===== src/rtl/pldt_pkg.sv =====
// ----------------------------------------------------------------------------
// pldt_pkg
// Shared types and constants for the piecewise-linear damage table.
// ----------------------------------------------------------------------------
package pldt_pkg;

    localparam int unsigned DEFAULT_TABLE_DEPTH = 64;

    // Fixed field widths.
    localparam int unsigned OPEN_W   = 32;
    localparam int unsigned DMG_W    = 16;
    localparam int unsigned CNT_W    = 7;
    localparam int unsigned POS_W    = CNT_W + 1;
    localparam int unsigned STAT_W   = 2;
    localparam int unsigned CFG_IDX_W = 1;
    localparam int unsigned DIV_CNT_W = 4;

    // Configuration register indexes.
    localparam logic [CFG_IDX_W-1:0] REG_THRESHOLD   = 1'b0;
    localparam logic [CFG_IDX_W-1:0] REG_ENTRY_COUNT = 1'b1;

    // Item actions.
    localparam logic ACT_WRITE = 1'b0;
    localparam logic ACT_EVAL  = 1'b1;

    // Result status codes.
    localparam logic [STAT_W-1:0] STATUS_OK    = 2'd0;
    localparam logic [STAT_W-1:0] STATUS_ORDER = 2'd1;
    localparam logic [STAT_W-1:0] STATUS_RANGE = 2'd2;

    typedef enum logic [3:0] {
        ST_IDLE,
        ST_WR_START,
        ST_WR_CHECK,
        ST_EV_START,
        ST_EV_LAST,
        ST_SRCH_READ,
        ST_SRCH_CMP,
        ST_LOW_CAP,
        ST_HIGH_CAP,
        ST_MUL,
        ST_DIV_INIT,
        ST_DIV,
        ST_FINISH,
        ST_PUSH
    } state_t;

    // Which table position the read port fetches.
    typedef enum logic [2:0] {
        RD_PRED,
        RD_LAST,
        RD_PROBE,
        RD_LOW,
        RD_HIGH
    } rd_sel_t;

    // Which value the pending result takes.
    typedef enum logic [2:0] {
        RES_RANGE,
        RES_WRITE,
        RES_ZERO,
        RES_ENTRY,
        RES_INTERP
    } res_sel_t;

    typedef struct packed {
        logic     load;
        logic     rd_en;
        rd_sel_t  rd_sel;
        logic     wr_en;
        logic     res_en;
        res_sel_t res_sel;
        logic     srch_init;
        logic     srch_step;
        logic     cap_low;
        logic     setup;
        logic     mul;
        logic     div_init;
        logic     div_step;
        logic     push;
    } cmd_t;

    typedef struct packed {
        logic idx_bad;
        logic wr_bad;
        logic early_zero;
        logic past_last;
        logic srch_done;
        logic degen;
        logic div_last;
        logic out_free;
    } sts_t;

endpackage


===== src/rtl/pldt_ctrl.sv =====
// ----------------------------------------------------------------------------
// pldt_ctrl
// Sequencer for write and evaluate items: table reads, binary search,
// multiply, divide and result transfer.
// ----------------------------------------------------------------------------
module pldt_ctrl
    import pldt_pkg::*;
(
    input  logic clk,
    input  logic rst_n,
    input  logic in_valid,
    output logic in_ready,
    input  logic action,
    input  sts_t sts,
    output cmd_t cmd
);

    state_t state_reg;
    state_t state_next;

    always_ff @(posedge clk or negedge rst_n)
    begin
        if (!rst_n)
        begin
            state_reg <= ST_IDLE;
        end
        else
        begin
            state_reg <= state_next;
        end
    end

    always_comb
    begin
        state_next    = state_reg;
        in_ready      = 1'b0;
        cmd.load      = 1'b0;
        cmd.rd_en     = 1'b0;
        cmd.rd_sel    = RD_PRED;
        cmd.wr_en     = 1'b0;
        cmd.res_en    = 1'b0;
        cmd.res_sel   = RES_ZERO;
        cmd.srch_init = 1'b0;
        cmd.srch_step = 1'b0;
        cmd.cap_low   = 1'b0;
        cmd.setup     = 1'b0;
        cmd.mul       = 1'b0;
        cmd.div_init  = 1'b0;
        cmd.div_step  = 1'b0;
        cmd.push      = 1'b0;

        case (state_reg)
            ST_IDLE:
            begin
                in_ready = 1'b1;
                if (in_valid)
                begin
                    cmd.load   = 1'b1;
                    state_next = (action == ACT_EVAL) ? ST_EV_START : ST_WR_START;
                end
            end
            ST_WR_START:
            begin
                if (sts.idx_bad)
                begin
                    cmd.res_en  = 1'b1;
                    cmd.res_sel = RES_RANGE;
                    state_next  = ST_PUSH;
                end
                else
                begin
                    cmd.rd_en  = 1'b1;
                    cmd.rd_sel = RD_PRED;
                    state_next = ST_WR_CHECK;
                end
            end
            ST_WR_CHECK:
            begin
                cmd.wr_en   = !sts.wr_bad;
                cmd.res_en  = 1'b1;
                cmd.res_sel = RES_WRITE;
                state_next  = ST_PUSH;
            end
            ST_EV_START:
            begin
                if (sts.early_zero)
                begin
                    cmd.res_en  = 1'b1;
                    cmd.res_sel = RES_ZERO;
                    state_next  = ST_PUSH;
                end
                else
                begin
                    cmd.rd_en  = 1'b1;
                    cmd.rd_sel = RD_LAST;
                    state_next = ST_EV_LAST;
                end
            end
            ST_EV_LAST:
            begin
                if (sts.past_last)
                begin
                    cmd.res_en  = 1'b1;
                    cmd.res_sel = RES_ENTRY;
                    state_next  = ST_PUSH;
                end
                else
                begin
                    cmd.srch_init = 1'b1;
                    state_next    = ST_SRCH_READ;
                end
            end
            ST_SRCH_READ:
            begin
                cmd.rd_en = 1'b1;
                if (sts.srch_done)
                begin
                    cmd.rd_sel = RD_LOW;
                    state_next = ST_LOW_CAP;
                end
                else
                begin
                    cmd.rd_sel = RD_PROBE;
                    state_next = ST_SRCH_CMP;
                end
            end
            ST_SRCH_CMP:
            begin
                cmd.srch_step = 1'b1;
                state_next    = ST_SRCH_READ;
            end
            ST_LOW_CAP:
            begin
                cmd.cap_low = 1'b1;
                cmd.rd_en   = 1'b1;
                cmd.rd_sel  = RD_HIGH;
                state_next  = ST_HIGH_CAP;
            end
            ST_HIGH_CAP:
            begin
                // A segment that does not rise in opening answers its upper damage.
                if (sts.degen)
                begin
                    cmd.res_en  = 1'b1;
                    cmd.res_sel = RES_ENTRY;
                    state_next  = ST_PUSH;
                end
                else
                begin
                    cmd.setup  = 1'b1;
                    state_next = ST_MUL;
                end
            end
            ST_MUL:
            begin
                cmd.mul    = 1'b1;
                state_next = ST_DIV_INIT;
            end
            ST_DIV_INIT:
            begin
                cmd.div_init = 1'b1;
                state_next   = ST_DIV;
            end
            ST_DIV:
            begin
                cmd.div_step = 1'b1;
                if (sts.div_last)
                begin
                    state_next = ST_FINISH;
                end
            end
            ST_FINISH:
            begin
                cmd.res_en  = 1'b1;
                cmd.res_sel = RES_INTERP;
                state_next  = ST_PUSH;
            end
            ST_PUSH:
            begin
                if (sts.out_free)
                begin
                    cmd.push   = 1'b1;
                    state_next = ST_IDLE;
                end
            end
            default:
            begin
                state_next = ST_IDLE;
            end
        endcase
    end

endmodule


===== config.mk =====
export PLATFORM = sky130hd
export DESIGN_NAME = pldt_ctrl
export DESIGN_NICKNAME = d
export VERILOG_FILES = /design/src/rtl/pldt_pkg.sv /design/src/rtl/pldt_ctrl.sv
export SDC_FILE = /design/constraint.sdc
export NUM_CORES = 1
export LEC_CHECK = 0
export CAP_MARGIN = 20
export CORE_AREA = 3 3 40 42
export CTS_BUF_LIST = sky130_fd_sc_hd__clkbuf_8 sky130_fd_sc_hd__clkbuf_16
export CTS_CLUSTER_SIZE = 16
export DETAILED_ROUTE_END_ITERATION = 10
export DIE_AREA = 0 0 43 45
export DONT_BUFFER_PORTS = 1
export GPL_ROUTABILITY_DRIVEN = 0
export GPL_TIMING_DRIVEN = 0
export MAX_ROUTING_LAYER = met4
export PLACE_DENSITY = 0.6
export SLEW_MARGIN = 10
export SYNTH_ARGS = -nofsm -noshare
export SYNTH_HDL_FRONTEND = slang
export SYNTH_SLANG_ARGS = --single-unit

===== constraint.sdc =====
create_clock -name clk -period 2.1 [get_ports clk]
set_input_delay 0.105 -clock clk [delete_from_list [all_inputs] [get_ports clk]]
set_output_delay 0.105 -clock clk [all_outputs]
set_load 0.01 [all_outputs]

==> impl_metrics.csv, run 1 <==
group,metric,value,unit
clocking,postCtsSetupBuffers,0,
timing,hold_viol_final,0,
timing,grt_setup_unrepaired,"false",
critical_path,cp_max_fo,10,
power,power.total,0.00122,W
critical_path,worst_setup_path_start_kind,"register",
floorplanning,die_area,1940,sq um
global_routing,grt_pass1_wl,2730,microns
critical_path,r2r_end,"state_reg[3]",
synthesis,synthArstFlopShare,100,%
finish,nNetsFinal,106,
finish,regArea,100,sq um
timing,clock_skew,0.00277,ns
detailed_routing,vias,673,
finish,final_common_cell,"nor2_1",
floorplanning,io_pins,31,
job,cap_violations,0,
global_routing,grt_pass1_vias,586,
detailed_routing,drtIter0Drc,26,
synthesis,synth_cells,88,
finish,mostFrequentLayoutCells,"nor2_1, nor3_1, buf_2, nand2_1, a21oi_1",
clocking,clock_latency,0.22,ns
synthesis,synth_fp_nets,100,
clocking,numCtsBuffers,3,
critical_path,crit_path_start,"state_reg[3]",
critical_path,crit_slowest_cell,"a211oi_1",
critical_path,r2r_cells,5,
floorplanning,core,1280,sq um
timing,min_period_over_period,83.4,%
critical_path,critPathBufInv,2,
global_routing,gr-total-overflow,0,
global_routing,antenna_found_initial,0,
placement,hpwlAfterDp,1380,microns
finish,multiInputGateArea,437,sq um
finish,drive_above_1_share,13.0,%
finish,largest_register_ffs,4,
detailed_routing,firstDrtPassIters,4,
placement,dp_cells,103,
timing,max_clock_freq,571,MHz
clocking,clock-sinks,4,
synthesis,synth-edff-count,0,
detailed_routing,wl_per_cell,16.4,microns
floorplanning,rows,13,
critical_path,end_kind,"primary output",
clocking,ctsLongestPathBuffers,2,
min_path,min_from,"sts[0]",
timing,worst_pin_slew,0.418,ns
critical_path,r2r_slack,0.57,ns
min_path,hold_depth,2,
critical_path,cpPeakStageDelay,0.42,ns
floorplanning,initial_core_util,46.2,%
global_routing,grt_max_degree,11,
status,status,"completed",
clocking,htreeDepth,1,
timing,relSlewSlack,71.9,%
placement,dp_slack,0.584,ns
finish,fin_cells,107,
detailed_routing,wl,1760,microns
synthesis,ys_seq_elements,4,
power,leakagePower,0.252,nW
synthesis,yosys_warnings,0,
critical_path,crit_arrival,1.65,ns
min_path,hold_path_end,"state_reg[2]",
critical_path,reg2reg_from,"state_reg[2]",
min_path,hp-class,"in -> reg",
critical_path,critPathTopFamily,"compound AO/OA/AOI/OAI gates",
synthesis,ys_types,32,
clocking,cts-root-buf,"clkbuf_8",
timing,fin_crit,1.75,ns
timing,setup_tns,0,ns
detailed_routing,remaining_drc_errors,0,
detailed_routing,routed_via_density,6.29,
clocking,clkTransAtPathRegs,0.03,ns
synthesis,syn_area,593,sq um
synthesis,syn_avg_cell_area,6.74,sq um
placement,portBuffers,0,
floorplanning,die_x,43,microns
global_routing,grt_usage,19.5,%
clocking,cts_tree,"built",
timing,hold_slack,0.0858,ns
critical_path,criticalPathCategory,"reg -> out",
timing,finalSetupViolations,0,
finish,fill_cells,130,
synthesis,synth_flop_cell,"dfrtp_1",
critical_path,required,2.00,ns
finish,area_delta_synth_final,11.8,%
detailed_routing,ant_nets,0,
timing,timing.final.ws_setup,0.348,ns
finish,insertedDiodeCount,0,
power,ir_worst_vdd,0.000644,V
floorplanning,die_h,45,microns
power,pwr_density_cell,1840,nW/um^2
timing,slew_violations,0,
critical_path,path_cells,"buf_2 > inv_1 > nor2_1 > a22oi_1 > a211oi_1",
synthesis,ys_seq_area_share,16.9,%
==> where the power goes <==
group	leakage, nW	internal (W)	switching [W]	total, W
Combinational	0.182	0.000333	0.000569	0.000902
Clock	0.0216	0.000122	0.0000413	0.000164
Sequential	0.0486	0.000120	0.0000340	0.000154
==> synthesized netlist by cell type (2+ instances only) <==
master | instances | area (sq um)
nor2_1 | 17 | 63.8
nor3_1 | 8 | 40.0
a21oi_1 | 6 | 30.0
buf_2 | 6 | 30.0
nand2_1 | 6 | 22.5
dfrtp_1 | 4 | 100
inv_1 | 4 | 15.0
o21ai_0 | 4 | 20.0
o31ai_1 | 4 | 30.0
a211oi_1 | 3 | 22.5
nand2b_1 | 3 | 18.8
a31oi_1 | 2 | 12.5
nor2b_1 | 2 | 12.5
==> area by class of cell <==
cell class | count | area share (%)
multi-input cells | 73 | 65.8
clock buffers | 3 | 6.23
flip-flops and latches | 4 | 15.1
inverters | 4 | 2.26
plain buffers | 7 | 6.23
repair buffers | 1 | 1.51
well taps | 15 | 2.83
==> through the flow <==
stage,utilization [%],instance area [sq um]
global placement,47.6,612
global route,51.6,663
detailed placement,47.6,612
finish,51.6,663
floorplan,-,593
CTS,51.6,663
==> routing by layer <==
layer,routed length (microns),part of all wire [%],vias up,track usage [%]
met4,34,1.9,0,7.23
met3,137,7.8,5,3.59
met1,736,42,306,24.3
met2,850,48,35,31.7
li1,-,-,327,-
met5,0,0,-,-
==> how the worst max path moves through the flow <==
stage / cells past startpoint / slack, ns / endpoint
global route: 5 / 0.20 / cmd[8]
detailed placement: 5 / 0.58 / state_reg[3]
floorplan: 5 / 0.73 / state_reg[3]
global placement: 5 / 0.57 / cmd[8]
finish: 5 / 0.35 / cmd[8]
CTS: 5 / 0.35 / cmd[8]
==> kinds of logic after synthesis <==
family / after synthesis / synth area share, %
simple gates: 44 / 36.7
buf+inv: 11 / 9.49
flops: 4 / 16.9
compound gates: 28 / 35.2
mux: 1 / 1.69
==> timing repair <==
action | CTS | global route
hold endpoints to repair | 4 | 0
endpoints found under the setup margin | 0 | 0
hold buffers | 1 | 0
gates resized for setup | 0 | 0
No activity file was read; power rests on OpenSTA's default activity.
==> run 2: changes to the inputs <==
- ABC_AREA: default -> 1
- PLACE_DENSITY: 0.6 -> 0.53
- clock period: 2.1 -> 1.8 ns (I/O delays scaled with it)
==> impl_metrics.csv, run 2 <==
group,metric,value,unit
status,status,"completed",
synthesis,synth-edff-count,0,
min_path,hold_depth,3,
finish,drive_above_1_share,6.86,%
min_path,hp-class,"in -> reg",
global_routing,grt_usage,16.1,%
timing,finalSetupViolations,0,
timing,worst_pin_slew,0.400,ns
finish,final_common_cell,"nand2_1",
placement,dp_cells,113,
critical_path,required,1.71,ns
global_routing,gr-total-overflow,0,
critical_path,cp_max_fo,7,
critical_path,worst_setup_path_start_kind,"register",
detailed_routing,remaining_drc_errors,0,
clocking,clock-sinks,4,
synthesis,synth-adder-area-share,0,%
critical_path,end_kind,"primary output",
finish,multiInputGateArea,319,sq um
critical_path,crit_arrival,1.55,ns
floorplanning,die_h,45,microns
floorplanning,rows,13,
synthesis,ys_seq_elements,4,
synthesis,yosysMostFrequentCell,"nand2_1",
clocking,postCtsSetupBuffers,0,
synthesis,synth_area_leaders,"nand2_1, dfrtp_1, inv_1",
detailed_routing,firstDrtPassIters,4,
power,pwr_density_cell,1960,nW/um^2
critical_path,criticalPathCategory,"reg -> out",
critical_path,r2r_cells,7,
synthesis,ys_seq_area_share,20.0,%
global_routing,grt_pass1_vias,532,
clocking,htreeDepth,1,
clocking,clock_latency,0.22,ns
clocking,clkTransAtPathRegs,0.03,ns
finish,mostFrequentLayoutCells,"nand2_1, inv_1, nor2_1, nand3_1",
synthesis,synth_common_cells,"nand2_1, inv_1, nor2_1",
floorplanning,core,1280,sq um
clocking,cts-root-buf,"clkbuf_8",
timing,fin_crit,1.64,ns
timing,relSlewSlack,73.2,%
floorplanning,die_area,1940,sq um
synthesis,yosys_warnings,0,
global_routing,antenna_found_initial,0,
detailed_routing,wl,1390,microns
floorplanning,die_x,43,microns
timing,max_clock_freq,610,MHz
synthesis,synth_fp_nets,110,
finish,fill_cells,171,
synthesis,synth_cells,98,
clocking,cts_tree,"built",
timing,clock_skew,0.00292,ns
global_routing,grt_max_degree,8,
floorplanning,io_pins,31,
finish,largest_register_ffs,4,
synthesis,syn_area,502,sq um
job,cap_violations,0,
timing,min_period_over_period,91.1,%
finish,regArea,100,sq um
finish,area_delta_synth_final,14.0,%
global_routing,grt_pass1_wl,2190,microns
clocking,numCtsBuffers,3,
floorplanning,initial_core_util,39.0,%
synthesis,synth_top_area_share,22.4,%
clocking,ctsLongestPathBuffers,2,
synthesis,syn_avg_cell_area,5.12,sq um
timing,slew_violations,0,
timing,grt_setup_unrepaired,"false",
detailed_routing,drtIter0Drc,10,
finish,insertedDiodeCount,0,
power,ir_worst_vdd,0.000781,V
detailed_routing,vias,574,
power,leakagePower,0.377,nW
synthesis,synth_flop_cell,"dfrtp_1",
timing,hold_viol_final,0,
synthesis,synthArstFlopShare,100,%
synthesis,synthSimpleGateAreaFrac,57.1,%
synthesis,synthXorXnorAreaFrac,0,%
synthesis,netlist.top_cell.by_area,"nand2_1",
detailed_routing,routed_via_density,4.91,
synthesis,ys_types,16,
timing,setup_tns,0,ns
finish,fin_cells,117,
detailed_routing,wl_per_cell,11.9,microns
synthesis,synth_top_family_by_area,"simple AND/OR/NAND/NOR gates",
finish,utilization,44.5,%
synthesis,synth-compound-area-share,6.48,%
detailed_routing,ant_nets,0,
synthesis,synth_mux_area_share,0,%
placement,hpwlAfterDp,1170,microns
finish,nNetsFinal,116,
placement,portBuffers,0,
[run 2: cell types whose count changed in the layout (fill, tap and decap cells not counted), moves of 2 or more]
cell / delta
buf_2: -6
a21oi_1: -5
nor2b_1: -2
nand2_1: +24
nand3_1: +7
a211oi_1: -3
a31oi_1: -2
nand4_1: +4
nor3_1: -5
nand2b_1: -3
o31ai_1: -4
inv_1: +17
[run 2: per-stage QoR]
stage / area [sq um] / setup slack (ns) / power, W / hold WS (ns)
finish: 572 / 0.160 / 0.00112 / 0.0661
global route: 572 / 0.0233 / 0.00125 / 0.0918
CTS: 572 / 0.155 / 0.00113 / 0.0636
detailed placement: 520 / 0.324 / 0.000933 / -0.205
global placement: 520 / 0.330 / 0.000932 / -0.205
floorplan: 502 / 0.519 / 0.000787 / -0.206
[run 2: path summary, 6_finish.rpt]
| check | from | end | slack, ns |
|---|---|---|---|
| setup reg to reg | state_reg[2] | state_reg[1] | 0.30 |
| hold / removal | sts[1] | state_reg[1] | 0.07 |
| setup / recovery | state_reg[2] | cmd[13] | 0.16 |
| max in group asynchronous | rst_n | state_reg[3] | 1.49 |
| min in group asynchronous | rst_n | state_reg[1] | 0.14 |
| hold reg to reg | state_reg[1] | state_reg[2] | 0.76 |
[run 2: logic make-up after synthesis]
family                 count (synthesis)
flip-flops                             4
AND/OR/NAND/NOR                       66
AO/OA/AOI/OAI                          6
buffers and inverters                 22
[run 2: final cells by class]
class / count / area share, %
inverter: 22 / 14.4
clock buffer: 3 / 7.22
timing repair buffer: 1 / 1.75
multi-input combinational: 72 / 55.8
sequential: 4 / 17.5
tap: 15 / 3.28
[run 2: timing repair]
action / 4_1_cts / 5_1_grt
endpoints found under the hold margin: 4 / 0
gates resized for setup: 0 / 0
hold buffers: 1 / 0
[run 2: layer usage]
layer	share of wire (%)	global-route usage, %	wire (microns)	vias to the layer above
met5	0	-	0	-
met4	1.8	10.8	25	0
li1	-	-	-	308
met2	48	26.6	666	25
met1	43	18.0	603	239
met3	6.9	2.39	96	2
[run 2: power by group]
part	switching, W	leakage, nW	internal, W	total, W
Sequential	0.0000613	0.0489	0.000140	0.000202
Clock	0.0000477	0.0216	0.000143	0.000190
Combinational	0.000522	0.307	0.000207	0.000729
Total	0.000631	0.377	0.000490	0.00112
[run 2: critical path, stage by stage, from the launching register on]
cell,delay (ns)
dfrtp_1,0.41
nor2_1,0.35
nand2_1,0.12
or2_2,0.29
o21ai_0,0.16
==> run 3: changes to the inputs <==
- SETUP_SLACK_MARGIN: default -> 0.3
==> impl_metrics.csv, run 3 (synthesis results as in run 2) <==
group,metric,value,unit
status,status,"completed",
detailed_routing,drtIter0Drc,11,
clocking,cts_tree,"built",
critical_path,critPathTopFamily,"simple AND/OR/NAND/NOR gates",
timing,relSlewSlack,75.8,%
power,leakagePower,0.389,nW
global_routing,grt_max_degree,8,
detailed_routing,wl,1390,microns
finish,largest_register_ffs,4,
critical_path,required,1.71,ns
timing,min_period_over_period,80.1,%
detailed_routing,routed_via_density,4.86,
job,cap_violations,0,
global_routing,gr-total-overflow,0,
finish,drive_above_1_share,19.2,%
global_routing,grt_pass1_wl,2180,microns
finish,area_delta_synth_final,23.9,%
finish,final_common_cell,"nand2_1",
detailed_routing,vias,578,
placement,hpwlAfterDp,1170,microns
min_path,hold_depth,3,
timing,finalSetupViolations,0,
timing,hold_viol_final,0,
detailed_routing,remaining_drc_errors,0,
critical_path,r2r_end,"state_reg[3]",
timing,clock_skew,0.00284,ns
timing,slew_violations,0,
timing,setup_tns,0,ns
global_routing,grt_usage,15.9,%
placement,place_area,520,sq um
global_routing,grt_pass1_vias,531,
placement,portBuffers,0,
critical_path,path_cells,"nor2_4 > nand2_2 > or2_2 > nand4_1",
min_path,hold_path_end,"state_reg[1]",
floorplanning,rows,13,
critical_path,cpPeakStageDelay,0.44,ns
critical_path,r2r_slack,0.43,ns
clocking,htreeDepth,1,
clocking,clock-sinks,4,
finish,nNetsFinal,118,
clocking,clock_latency,0.22,ns
critical_path,crit_path_start,"state_reg[3]",
floorplanning,die_area,1940,sq um
timing,hold_slack,0.0640,ns
critical_path,crit_arrival,1.35,ns
timing,max_clock_freq,694,MHz
power,ir_worst_vdd,0.000823,V
finish,mostFrequentLayoutCells,"nand2_1, inv_1, nor2_1, nand3_1",
critical_path,criticalPathCategory,"reg -> out",
detailed_routing,ant_nets,0,
floorplanning,core,1280,sq um
finish,final_area,622,sq um
critical_path,critPathBufInv,0,
critical_path,crit_slowest_cell,"dfrtp_2",
critical_path,cp_max_fo,7,
min_path,hp-class,"in -> reg",
detailed_routing,wl_per_cell,11.6,microns
min_path,min_from,"sts[1]",
clocking,cts-root-buf,"clkbuf_8",
clocking,ctsLongestPathBuffers,2,
floorplanning,initial_core_util,39.0,%
clocking,numCtsBuffers,3,
critical_path,r2r_cells,6,
floorplanning,die_h,45,microns
finish,insertedDiodeCount,0,
detailed_routing,firstDrtPassIters,4,
global_routing,antenna_found_initial,0,
timing,fin_crit,1.44,ns
power,pwr_density_cell,1960,nW/um^2
clocking,clkTransAtPathRegs,0.03,ns
critical_path,reg2reg_from,"state_reg[1]",
timing,worst_pin_slew,0.361,ns
floorplanning,die_x,43,microns
critical_path,end_kind,"primary output",
timing,grt_setup_unrepaired,"false",
critical_path,worst_setup_path_start_kind,"register",
floorplanning,io_pins,31,
run 3: where the power goes:
group / switching (W) / total [W] / internal (W) / leakage (nW)
sequential: 0.0000825 / 0.000229 / 0.000147 / 0.0453
combinational: 0.000545 / 0.000802 / 0.000257 / 0.322
clock: 0.0000465 / 0.000189 / 0.000143 / 0.0216
total: 0.000674 / 0.00122 / 0.000547 / 0.389
run 3: worst max path at each step:
stage,end,cells past startpoint
2_1_floorplan,cmd[13],4
6_report,cmd[16],4
3_3_place_gp,state_reg[1],7
3_5_place_dp,state_reg[3],6
5_1_grt,cmd[9],6
4_1_cts,cmd[13],4
run 3: through the flow:
stage | setup slack (ns) | instances | total power [W] | util, %
2_1_floorplan | 0.519 | 98 | 0.000787 | -
3_3_place_gp | 0.330 | 113 | 0.000932 | 40.5
3_5_place_dp | 0.324 | 113 | 0.000933 | 40.5
4_1_cts | 0.260 | 117 | 0.00115 | 44.9
5_1_grt | 0.294 | 119 | 0.00136 | 48.4
6_report | 0.358 | 119 | 0.00122 | 48.4
run 3: layer usage:
metal  vias up  wire length [microns]  GRT usage, %
met5         -                      0             -
met4         0                     25          10.8
met3         2                     92          2.39
met2        21                    670          26.6
met1       241                    597          17.5
li1        314                      -             -
run 3: what timing repair did:
action,in CTS,in global routing
endpoints found under the setup margin,6,10
hold buffers,1,0
resized for setup,2,12
pin swaps,0,1
endpoints found under the hold margin,4,0
setup buffers,0,2
run 3: final cells by class:
cell class | instances | area [sq um]
Multi-Input combinational cell | 72 | 350
Inverter | 22 | 82.6
Clock buffer | 3 | 41.3
Tap cell | 15 | 18.8
Fill cell | 163 | 663
Timing Repair Buffer | 3 | 25.0
Sequential cell | 4 | 104
run 3: worst reg2reg max path: stages (launching register included):
cell and delay [ns]:
dfrtp_2 0.44, nor2_2 0.24, nand2_1 0.18, o21ai_1 0.16, nor2_1 0.09, nand2_1 0.08, nand2_1 0.06
